$ cat config.mk
export PLATFORM = sky130hd
export DESIGN_NAME = rgbds_out_fifo
export DESIGN_NICKNAME = d
export VERILOG_FILES = /design/src/rtl/rgbds_pkg.sv /design/src/rtl/rgbds_out_fifo.sv
export SDC_FILE = /design/constraint.sdc
export NUM_CORES = 1
export LEC_CHECK = 0
export ABC_AREA = 1
export BUFFER_PORTS_ARGS = -buffer_cell sky130_fd_sc_hd__buf_2
export CAP_MARGIN = 20
export CORE_MARGIN = 2
export CORE_UTILIZATION = 53
export CTS_BUF_LIST = sky130_fd_sc_hd__clkbuf_8
export DETAILED_ROUTE_END_ITERATION = 16
export PLACE_DENSITY = 0.78
export REMOVE_ABC_BUFFERS = 1
export SLEW_MARGIN = 20
export SYNTH_ARGS = -nofsm -noshare
export SYNTH_HDL_FRONTEND = slang
export SYNTH_SLANG_ARGS = --single-unit
$ cat constraint.sdc
create_clock -name clk_i -period 2.5 [get_ports clk_i]
set_clock_uncertainty 0.05 [all_clocks]
set_input_delay 0.5 -clock clk_i [delete_from_list [all_inputs] [get_ports clk_i]]
set_output_delay 0.5 -clock clk_i [all_outputs]
set_load 0.02 [all_outputs]
$ cat src/rtl/rgbds_pkg.sv
`timescale 1ns / 1ps
`default_nettype none

package rgbds_pkg;

  // fixed field widths
  localparam int COL_W      = 12;
  localparam int CH_W       = 8;
  localparam int CHANNELS   = 3;
  localparam int SUM_W      = 10;
  localparam int SCALE_LOG2 = 2;
  localparam int SCALE      = 1 << SCALE_LOG2;
  localparam int PIX_W      = CHANNELS * CH_W;

  localparam logic [COL_W-1:0] WIDTH_RESET = 12'd640;

  // channel slots inside a pixel word
  localparam int CH_RED   = 0;
  localparam int CH_GREEN = 1;
  localparam int CH_BLUE  = 2;

  typedef enum logic [1:0] {
    ROW_FIRST,
    ROW_SECOND,
    ROW_THIRD,
    ROW_FOURTH
  } row_phase_e;

  typedef logic [CHANNELS-1:0][CH_W-1:0] pixel_t;

  // control of the item in the modify stage
  typedef struct packed {
    logic       valid;
    row_phase_e phase;
    logic       in_tile;
    logic       tile_first;
    logic       emit;
    logic       line_end;
  } stage_ctl_t;

  typedef struct packed {
    pixel_t pix;
    logic   line_end;
  } result_t;

  // rounding average of two channel values
  function automatic logic [CH_W-1:0] round_avg(input logic [CH_W-1:0] a,
                                                input logic [CH_W-1:0] b);
    logic [CH_W:0] s;
    s = {1'b0, a} + {1'b0, b} + {{CH_W{1'b0}}, 1'b1};
    return s[CH_W:1];
  endfunction

endpackage

`default_nettype wire

$ cat src/rtl/rgbds_out_fifo.sv
`timescale 1ns / 1ps
`default_nettype none

module rgbds_out_fifo (
  input  wire                      clk_i,
  input  wire                      rst_ni,
  input  wire                      push_i,
  input  rgbds_pkg::result_t       push_data_i,
  input  wire                      pop_i,
  output logic                     valid_o,
  output rgbds_pkg::result_t       data_o,
  output logic [1:0]               count_o
);
  import rgbds_pkg::*;

  result_t    slot_q [2];
  logic       wr_ptr_q, rd_ptr_q;
  logic [1:0] count_q;
  logic       do_pop;

  assign do_pop  = pop_i && (count_q != 2'd0);
  assign valid_o = (count_q != 2'd0);
  assign data_o  = slot_q[rd_ptr_q];
  assign count_o = count_q;

  // result slots
  always_ff @(posedge clk_i) begin
    if (push_i) begin
      slot_q[wr_ptr_q] <= push_data_i;
    end
  end

  // pointers and fill level
  always_ff @(posedge clk_i or negedge rst_ni) begin
    if (!rst_ni) begin
      wr_ptr_q <= 1'b0;
      rd_ptr_q <= 1'b0;
      count_q  <= 2'd0;
    end else begin
      if (push_i) begin
        wr_ptr_q <= ~wr_ptr_q;
      end
      if (do_pop) begin
        rd_ptr_q <= ~rd_ptr_q;
      end
      count_q <= count_q + {1'b0, push_i} - {1'b0, do_pop};
    end
  end

endmodule

`default_nettype wire

# Word level (Yosys, flattened, before mapping)
# Memory sizes are Yosys's and may differ from the RTL's.
# Index checks and enable logic that the tools add are counted.
[totals] ff_bits=4 ramBits=50 input_bits=29 output_inout_bits=28 elab_cells=12 memories=1
[classes] addsub=2 n_mux=2 bitwise_logic=2 reduce_logical=2
[memory_table] memory="slot_q" words=2 width=25 read_ports=1 rd_ports_with_merged_regs=0 write_ports=1 line="rgbds_out_fifo.sv:16" source="result_t slot_q [2];"
[op_table] cell="$add A2 B1 Y2" n=1
[op_table] cell="$mux W1" n=2
[op_table] cell="$not A1 Y1" n=2
[op_table] cell="$reduce_bool A2 Y1" n=1
[op_table] cell="$sub A2 B1 Y2" n=1
[op_table] cell="$logic_and A1 B1 Y1" n=1

# Longest topological paths before layout
[logic_depth] word_depth=3 mapped_depth=10 depth_no_buf=10

# Worst setup path after synthesis
# No wires, ideal clock.
[synth_timing] path_kind="input port to flip-flop" startpoint="input push_i" endpoint="memory slot_q[0][0] (netlist name), enable pin" setup_time_ns=0.407 arrival_time_ns=1.597 path_slack_ns=0.446 stages=2 path_buffers=0 cell_sequence="inv_1 > nor2_1"
[synth_via] elab_chain_len=2
[synth_lines] item="start: declaration" line="rgbds_out_fifo.sv:7" source="input wire push_i,"
[synth_lines] item="$mux W1" line="rgbds_out_fifo.sv:28" source="if (push_i) begin"
[synth_lines] item="$mux W1 (not written as such)" line="rgbds_out_fifo.sv:29" source="slot_q[wr_ptr_q] <= push_data_i;"
[synth_lines] item="end: declaration" line="rgbds_out_fifo.sv:16"
# No other way between the ends.

==> results.md <==
* Synth area leader: edfxtp_1
* Syn_area_per_cell at 13.1 um2
* Async SR Flop Fraction at 7.41%
* Vias in the first global route at 1,161
* Post-CTS Setup Inserts at 0
* First-pass GRT wire length at 5050 um
* Clk_lat worst skew at 290 ps
* Outcome: finished, final reports clean
* Post-synth EDFFs at 50
* Worst r2r path cells at 9
* Num CTS Buffers at 5
* Worst reg-to-reg setup slack at 990 ps
* Leakage at 1.13 nW
* Worst-Margin Slew at 470 ps
* Initial antenna violation count at 0
* Area growth from synthesis to layout at 19.3%
* # diodes at 0
* RSZ-0062 raised after global routing: no
* Die ar. at 4440 um2
* YS warnings at 0
* Routability cong. at 0.710
* Worst r2r src: count_o[1]
* Fin nets at 252
* Post-Route WL at 3260 um
* Via Count at 1,263
* Final worst-path cycle share at 84.0%
* Worst Path Arrival at 1550 ps
* Final Max Tran Viols at 0
* WP data required at 1950 ps
* Hold Crit Class: primary input to flop
* Top cells by area, synth: edfxtp_1, nand2_1, dfrtp_1, buf_6, nand2_2
* Main synth FF type: edfxtp_1
* H-tree Lvls at 2
* Global route overflow at 0
* CTS tree: built
* Die X at 66.6 um
* Sequential area share after synthesis at 77.1%
* Clk sinks at 54
* Largest net degree at the start of global routing at 27
* First DRT Iteration DRCs at 72
* Hold_sp: push_data_i[2]
* Fmax at 0.476 GHz
* Clock Path Buffers at 2
* DRT antenna net count at 0
* Synth top area share at 72.2%
* Vias per cell at 4.68
* Synthesis-stage register bit count at 54
* Clock transition at path regs at 80 ps
* IO Count at 57
* DRC viols at 0
* Dpl hpwl at 2220 um
* Worst vdd ir at 590 uV
* Worst slew margin at 68.7%
* Power per cell area at 1130 nW/um2
* Critical Path Sink Type: output pin
* Drt pass-1 iters at 4
* Root Buffer: clkbuf_8
* Worst hold slack at 337 ps
* GRT Util Overall at 15.9%
* Crit path time final at 2100 ps
* Syn Std Cell Area at 2080 um2
* Core Box Area at 3720 um2
* Initial core utilization at 55.9%
* Synth cell count leaders: nand2_1, edfxtp_1, inv_1, nand2_2, dfrtp_1
* Cell variety after synth at 13
* Syn Inst Count at 159
* Num rows at 22
* Min-Delay Endpoint: slot_q[0][2]
* Worst Path Class, Setup: flop to output pin
* CP Launch Type: flop
* Die Span Y at 66.6 um
* Final hold viol count at 0
* Port bufs at 56
* Cell depth of the worst min-delay path at 1
* Final setup viols at 0
* Max-Cap Viols at 0
* Pwr Total at 0.00280 W
* Critical path peak fanout at 17
* Crit Reg-Reg Endpoint: count_o[1]
* WL/cell at 12.1 um
* Most frequent cell after synthesis: nand2_1
* Share of layout cells above drive strength 1 at 32.4%
* Setup TNS at 0 ps
where the power goes:
| part | internal (W) | switching (W) | leakage [nW] |
|---|---|---|---|
| clock network | 0.000188 | 0.000241 | 0.0468 |
| logic | 0.000330 | 0.000749 | 0.567 |
| registers | 0.00121 | 0.0000883 | 0.517 |
cells in the final DEF, fill, tap and decap left out, drive strengths merged:
| cell | count |
|---|---|
| nand2 | 85 |
| buf | 59 |
| edfxtp | 50 |
| inv | 10 |
| clkbuf | 5 |
| dfrtp | 4 |
| nand3 | 2 |
| ha | 2 |
| clkinv | 2 |
| nor2 | 1 |
| xor2 | 1 |
| dlygate4sd3 | 1 |
what timing repair did:
item                                    in CTS  in global routing
resized for setup                            0                  0
hold endpoints to repair                     4                  0
endpoints found under the setup margin       0                  0
hold buffers                                 1                  0
flip-flops by register name, indices dropped and copies added, names as in the netlist:
signal and cells:
slot_q 50, rd_ptr_q 1, wr_ptr_q 1, count_o 2
metal layers:
metal,track usage [%],vias up,share of wire [%]
li1,-,644,-
met1,19.7,572,44
met2,26.1,43,48
met3,4.90,4,7.7
met4,6.63,0,0.89
met5,0,-,0
through the flow:
step	cells	util (%)	setup WS, ps	cell area, um2
2_1_floorplan	154	-	446	2020
3_3_place_gp	261	64.2	754	2390
3_5_place_dp	261	64.2	710	2390
4_1_cts	270	66.7	375	2480
5_1_grt	270	66.7	270	2480
6_report	270	66.7	399	2480
worst max path at each step:
stage	from	endpoint	slack, ps
after floorplan	push_i	slot_q[0][0]	450
after global placement	rd_ptr_q	data_o[19]	750
after detailed placement	rd_ptr_q	data_o[19]	710
after CTS	rd_ptr_q	data_o[19]	380
after global routing	rd_ptr_q	data_o[16]	270
final	rd_ptr_q	data_o[18]	400
critical path: stages (launching register included):
cell and delay [ps]:
dfrtp_1 640, buf_4 310, nand2_1 80, nand2_1 80, buf_2 160
final cells by class:
class                      instances  area [um2]
multi-input combinational         91         382
clock buffer                       5        68.8
sequential                        54        1600
inverter                           9        41.3
timing repair buffer              60         313
fill                             293        1240
clock inverter                     3        12.5
tap                               48        60.1
logic make-up after synthesis:
| logic type | Yosys count | share of synthesized area (%) |
|---|---|---|
| XOR/XNOR | 1 | 0.422 |
| buffers and inverters | 14 | 4.70 |
| adder cells (fa/ha/maj) | 2 | 1.20 |
| flip-flops | 54 | 77.1 |
| AND/OR/NAND/NOR | 88 | 16.6 |
Note: power is estimated with default switching activity, not from simulation.
