<file path="config.mk">
export PLATFORM = sky130hd
export DESIGN_NAME = rgbds_tile_calc
export DESIGN_NICKNAME = d
export VERILOG_FILES = /design/src/rtl/rgbds_pkg.sv /design/src/rtl/rgbds_tile_calc.sv
export SDC_FILE = /design/constraint.sdc
export NUM_CORES = 1
export LEC_CHECK = 0
export BUFFER_PORTS_ARGS = -buffer_cell sky130_fd_sc_hd__buf_2
export CELL_PAD_IN_SITES_DETAIL_PLACEMENT = 1
export CELL_PAD_IN_SITES_GLOBAL_PLACEMENT = 1
export CORE_AREA = 2 2 143 110
export CTS_CLUSTER_SIZE = 28
export DETAILED_ROUTE_END_ITERATION = 10
export DIE_AREA = 0 0 145 112
export HOLD_SLACK_MARGIN = 0.12
export PLACE_DENSITY_LB_ADDON = 0.05
export SYNTH_ARGS = -nofsm -noshare
export SYNTH_HDL_FRONTEND = slang
export SYNTH_SLANG_ARGS = --single-unit
</file>
<file path="constraint.sdc">
create_clock -name clk_i -period 5.25 [get_ports clk_i]
set_input_delay 0.525 -clock clk_i [delete_from_list [all_inputs] [get_ports clk_i]]
set_output_delay 0.525 -clock clk_i [all_outputs]
set_load 0.03 [all_outputs]
</file>
<file path="src/rtl/rgbds_pkg.sv">
`timescale 1ns / 1ps
`default_nettype none

package rgbds_pkg;

  // fixed field widths
  localparam int COL_W      = 12;
  localparam int CH_W       = 8;
  localparam int CHANNELS   = 3;
  localparam int SUM_W      = 10;
  localparam int SCALE_LOG2 = 2;
  localparam int SCALE      = 1 << SCALE_LOG2;
  localparam int PIX_W      = CHANNELS * CH_W;

  localparam logic [COL_W-1:0] WIDTH_RESET = 12'd640;

  // channel slots inside a pixel word
  localparam int CH_RED   = 0;
  localparam int CH_GREEN = 1;
  localparam int CH_BLUE  = 2;

  typedef enum logic [1:0] {
    ROW_FIRST,
    ROW_SECOND,
    ROW_THIRD,
    ROW_FOURTH
  } row_phase_e;

  typedef logic [CHANNELS-1:0][CH_W-1:0] pixel_t;

  // control of the item in the modify stage
  typedef struct packed {
    logic       valid;
    row_phase_e phase;
    logic       in_tile;
    logic       tile_first;
    logic       emit;
    logic       line_end;
  } stage_ctl_t;

  typedef struct packed {
    pixel_t pix;
    logic   line_end;
  } result_t;

  // rounding average of two channel values
  function automatic logic [CH_W-1:0] round_avg(input logic [CH_W-1:0] a,
                                                input logic [CH_W-1:0] b);
    logic [CH_W:0] s;
    s = {1'b0, a} + {1'b0, b} + {{CH_W{1'b0}}, 1'b1};
    return s[CH_W:1];
  endfunction

endpackage

`default_nettype wire

</file>
<file path="src/rtl/rgbds_tile_calc.sv">
`timescale 1ns / 1ps
`default_nettype none

module rgbds_tile_calc (
  input  wire                      clk_i,
  input  wire                      rst_ni,
  input  rgbds_pkg::stage_ctl_t    ctl_i,
  input  rgbds_pkg::pixel_t        pix_i,
  input  rgbds_pkg::pixel_t        upper_rd_i,
  input  rgbds_pkg::pixel_t        third_rd_i,
  output logic                     upper_we_o,
  output rgbds_pkg::pixel_t        upper_wd_o,
  output logic                     third_we_o,
  output rgbds_pkg::pixel_t        third_wd_o,
  output logic                     push_o,
  output rgbds_pkg::result_t       push_data_o
);
  import rgbds_pkg::*;

  logic [CHANNELS-1:0][SUM_W-1:0] sums_q, sums_d;
  logic [CHANNELS-1:0][CH_W-1:0]  lower, vert;
  logic                           active, acc_en;

  assign active = ctl_i.valid && ctl_i.in_tile;
  assign acc_en = active && (ctl_i.phase == ROW_FOURTH);

  // vertical averages, horizontal running sums and write-back data
  always_comb begin
    for (int c = 0; c < CHANNELS; c++) begin
      lower[c]  = round_avg(third_rd_i[c], pix_i[c]);
      vert[c]   = round_avg(upper_rd_i[c], lower[c]);
      sums_d[c] = (ctl_i.tile_first ? {SUM_W{1'b0}} : sums_q[c])
                  + {{(SUM_W-CH_W){1'b0}}, vert[c]};
      upper_wd_o[c] = (ctl_i.phase == ROW_FIRST) ? pix_i[c]
                                                 : round_avg(upper_rd_i[c], pix_i[c]);
      push_data_o.pix[c] = sums_d[c][SCALE_LOG2 +: CH_W];
    end
    third_wd_o           = pix_i;
    push_data_o.line_end = ctl_i.line_end;
    upper_we_o = active && ((ctl_i.phase == ROW_FIRST) || (ctl_i.phase == ROW_SECOND));
    third_we_o = active && (ctl_i.phase == ROW_THIRD);
    push_o     = active && ctl_i.emit;
  end

  // channel sums of the current tile
  always_ff @(posedge clk_i or negedge rst_ni) begin
    if (!rst_ni) begin
      sums_q <= '0;
    end else if (acc_en) begin
      sums_q <= sums_d;
    end
  end

endmodule

`default_nettype wire

</file>
-- Yosys cells after proc, flatten, opt, wreduce, memory -nomap -nowiden
Index checks and enable logic that the tools add are counted.
- flip-flop bits (word level): 30
- output and inout bits: 76
- input bits: 81
- logic and storage cells: 40
- reductions and logical operators: 7
- add/subtract/negate cells: 21
- multiplexer cells: 6
- eq/ne operators: 3
- operators by type and width (kind ; number):
    $add 8x8->9 ; 9
    $add 9x1->9 const B ; 9
    $add 10x8->10 ; 3
    $mux 10 ; 3
    $mux 8 ; 3
    $logic_and 1x1->1 ; 5
    $eq 2x2->1 const B ; 2
    $eq 2x1->1 const B ; 1
    $logic_not 2->1 ; 1
    $logic_or 1x1->1 ; 1

-- Longest topological paths before layout
- depth in word-level cells: 5
- mapped depth: 19
- depth with buffers taken out: 18

-- Least setup slack after synthesis
No wires, ideal clock.
- path kind: input to output
- start point: input third_rd_i[0] (netlist name)
- end point: output push_data_o[8] (netlist name)
- cell stages on the path: 19
- required time: 4.725 ns
- arrival: 4.115 ns
- setup slack: 0.610 ns
- buffers on the path: 1
- path through: or2_2 fa_1 a21o_1 a21oi_1 o21bai_1 a211oi_1 a21oi_1 ha_1 o21a_1 o31a_1 mux2i_1 nand2_1 ha_1 a21o_1 a21oi_1 o22ai_1 or3_1 a21oi_1 buf_4
- RTL lines (what ; RTL line ; source):
    start: declaration ; rgbds_tile_calc.sv:10 ; input rgbds_pkg::pixel_t third_rd_i,
    end: declaration ; rgbds_tile_calc.sv:16 ; output rgbds_pkg::result_t push_data_o

==> results.toml <==
[logic_synthesis]
syn-instance-count = 715
synth_top_area_cell = "ha_1"
seq_area_frac_synth = 0.128
synth_edf_count = 0
avgSynthCellArea_um2 = 8.19
synth_cell_types = 48
synth_seq_cells = 30
syn-cell-area_um2 = 5850
synthFlopType = "dfrtp_1"
synth_warnings = 0
async_flop_share = 1.00
synth_top_cell_area_share = 0.186
synth_nets = 895
ys_top_cells_by_area = "ha_1 19%, dfrtp_1 13%, buf_4 6.3%"

[cts]
hold_buffers = 0
cts_tree = "built"
h-tree-depth = 2
cts_buffers = 5
clock_latency_ps = 270
clkTransAtPathRegs_ps = 50
clock-sinks = 30
clock_path_buffers = 2
cts-root-buf = "clkbuf_16"

[cells_and_area]
reg.largest.list = "sums_q: 30 flops"
final_util = 0.454
diodes = 0
largest_reg_flops = 30
top_register = "sums_q"
layout-area-overhead-vs-synth_pct = 15.4
drive_gt1_frac = 0.271
final_nets = 1003

[grt]
grt_pass1_vias = 5657
antenna_found_initial = 0
grt_util_all_layers = 0.211
grt_overflow = 0
grt_max_degree = 48
grt_pass1_wl_um = 28800

[floorplan]
die_h_um = 112
die_area_um2 = 16200
die_w_um = 145
row_count = 39
ios = 157
initial_core_util = 0.393
core_um2 = 14900

[pwr]
irDropWorstVdd_v = 0.000289
p_per_area_nw_per_um2 = 435
p_leak_nw = 3.27

[timing]
clock.fmax_mhz = 198
holdWs_ps = 330
fin_tns_setup_ps = 0
hold_viol_final = 0
slew_headroom = 0.358
finalClockSkew_ps = 5.60
rsz0062_at_grt = "yes"
fin_crit_ps = 5050
min_period_over_period = 0.961
worst_slew_pin_slew_ps = 960
finalSetupViolCount = 0
maxSlewViolCount = 0

[detailed_routing]
viasPerCell = 5.41
route.detailed.drc = 0
vias = 5564
drt-initial-drc-count = 143
wl_um = 17400
wire_per_inst_um = 17.0
final_antenna_net_count = 0
firstDrtPassIters = 4

[critical_path]
path_class = "in -> out"
timing.critical_path.required_ps = 4720
rr_startpoint = "sums_q[10]$_DFFE_PN0P_"
cp_slowest_cell = "fa_1"
start_kind = "primary input"
endpoint_kind = "output pin"
arrival_ps = 4520
path_max_fanout = 6
r2r-end = "sums_q[18]$_DFFE_PN0P_"
cpPeakStageDelay_ps = 490
r2r_cells = 8
rrSetupSlack_ps = 2800
crit_chain = "buf_2, or2_2, fa_1, or2_2, fa_1, a21o_1, a21oi_4, o21bai_1, a21oi_1, xnor2_1, ha_1, and3_1, and4_1, or3_1, a21oi_2, buf_4"

[placement]
port_buffers = 154
gp_congestion = 0.856
hpwlAfterDp_um = 14300

[min_path]
hold_path_class = "in -> async"

[status]
status = "finished clean"

[job]
drv_cap = 0
## logic make-up after synthesis
logic type               share of synthesized area
AO/OA/AOI/OAI                                0.272
XOR/XNOR                                    0.0613
adder cells (fa/ha/maj)                      0.227
buffers and inverters                       0.0876
flip-flops                                   0.128
multiplexers                                0.0690
AND/OR/NAND/NOR                              0.155
## worst max-delay path by stage
stage                        from         endpoint  slack [ps]  cells after the start
floorplan           third_rd_i[0]   push_data_o[8]         610                     19
global placement        pix_i[16]  push_data_o[24]         120                     20
detailed placement      pix_i[16]  push_data_o[24]          -8                     20
CTS                      pix_i[8]  push_data_o[16]          20                     20
global route             pix_i[0]   push_data_o[8]         -30                     20
finish                   pix_i[8]  push_data_o[16]         200                     16
## stage by stage
step / worst slack [ps] / power (mW) / cells / instance area, µm²
after global placement: 122 / 2.54 / 1018 / 6500
after CTS: 15.3 / 2.91 / 1025 / 6640
final: 205 / 2.94 / 1028 / 6760
after floorplan: 610 / 2.27 / 715 / 5850
after global routing: -34.9 / 3.19 / 1028 / 6760
after detailed placement: -7.89 / 2.61 / 1018 / 6500
## cell usage in the layout, fill, tap and decap left out, types with 4 or more instances in the layout
cell type | Yosys | routed
xnor2_1 | 29 | 29
o31ai_1 | 8 | 8
ha_1 | 87 | 84
mux2_2 | 27 | 27
mux2i_1 | 10 | 10
nor2b_1 | 33 | 33
clkbuf_16 | 0 | 5
nand2b_1 | 5 | 5
dfrtp_1 | 30 | 30
or3_1 | 4 | 4
o21a_1 | 18 | 18
xor2_1 | 12 | 12
nor2_1 | 43 | 42
fa_1 | 12 | 12
a21oi_1 | 56 | 50
o31a_1 | 7 | 7
a21o_1 | 23 | 23
a211oi_1 | 12 | 11
inv_1 | 24 | 24
and3_1 | 5 | 5
nand3_1 | 6 | 6
buf_4 | 49 | 11
or2_2 | 9 | 9
o21ai_0 | 47 | 46
buf_2 | 2 | 151
a221oi_1 | 9 | 8
a21boi_0 | 10 | 7
o211ai_1 | 10 | 10
o22a_1 | 4 | 4
o21bai_1 | 18 | 18
nor3_1 | 27 | 27
nand2_1 | 41 | 41
a21oi_2 | 0 | 4
## cell usage after synthesis (10+ instances only)
master / n
fa_1: 12
nor2_1: 43
nor2b_1: 33
nor3_1: 27
mux2_2: 27
o21bai_1: 18
o21a_1: 18
o211ai_1: 10
a21oi_1: 56
mux2i_1: 10
xnor2_1: 29
a211oi_1: 12
buf_4: 49
o21ai_0: 47
dfrtp_1: 30
xor2_1: 12
ha_1: 87
a21o_1: 23
nand2_1: 41
inv_1: 24
a21boi_0: 10
## report_power, final
part	switching, mW	internal, mW	total [mW]
logic	1.40	0.877	2.28
clock network	0.101	0.173	0.274
registers	0.0493	0.334	0.383
total	1.55	1.38	2.94
## worst max-delay path: cells and delay by family
kind / cells / cell delay [ps]
AO/OA/AOI/OAI: 5 / 860
buffers and inverters: 2 / 320
XOR/XNOR: 1 / 110
AND/OR/NAND/NOR: 5 / 1450
adder cells (fa/ha/maj): 3 / 1280
## timing repair
action | 4_1_cts | 5_1_grt
gates resized for setup | 1 | 26
setup buffers | 0 | 3
setup endpoints to repair | 1 | 5
pin swaps | 0 | 6
## layout make-up
type,count,area (µm²)
inverter,24,90.1
tap,205,256
multi-input combinational,600,4690
fill,1866,8130
timing repair buffer,162,838
sequential,30,751
clock buffer,7,133
## routing by layer
metal	share of wire	global-route usage
met4	0.0052	0.0271
met5	0	0
met2	0.42	0.327
met1	0.53	0.317
met3	0.045	0.0311
(Power assumes the default switching activity.)
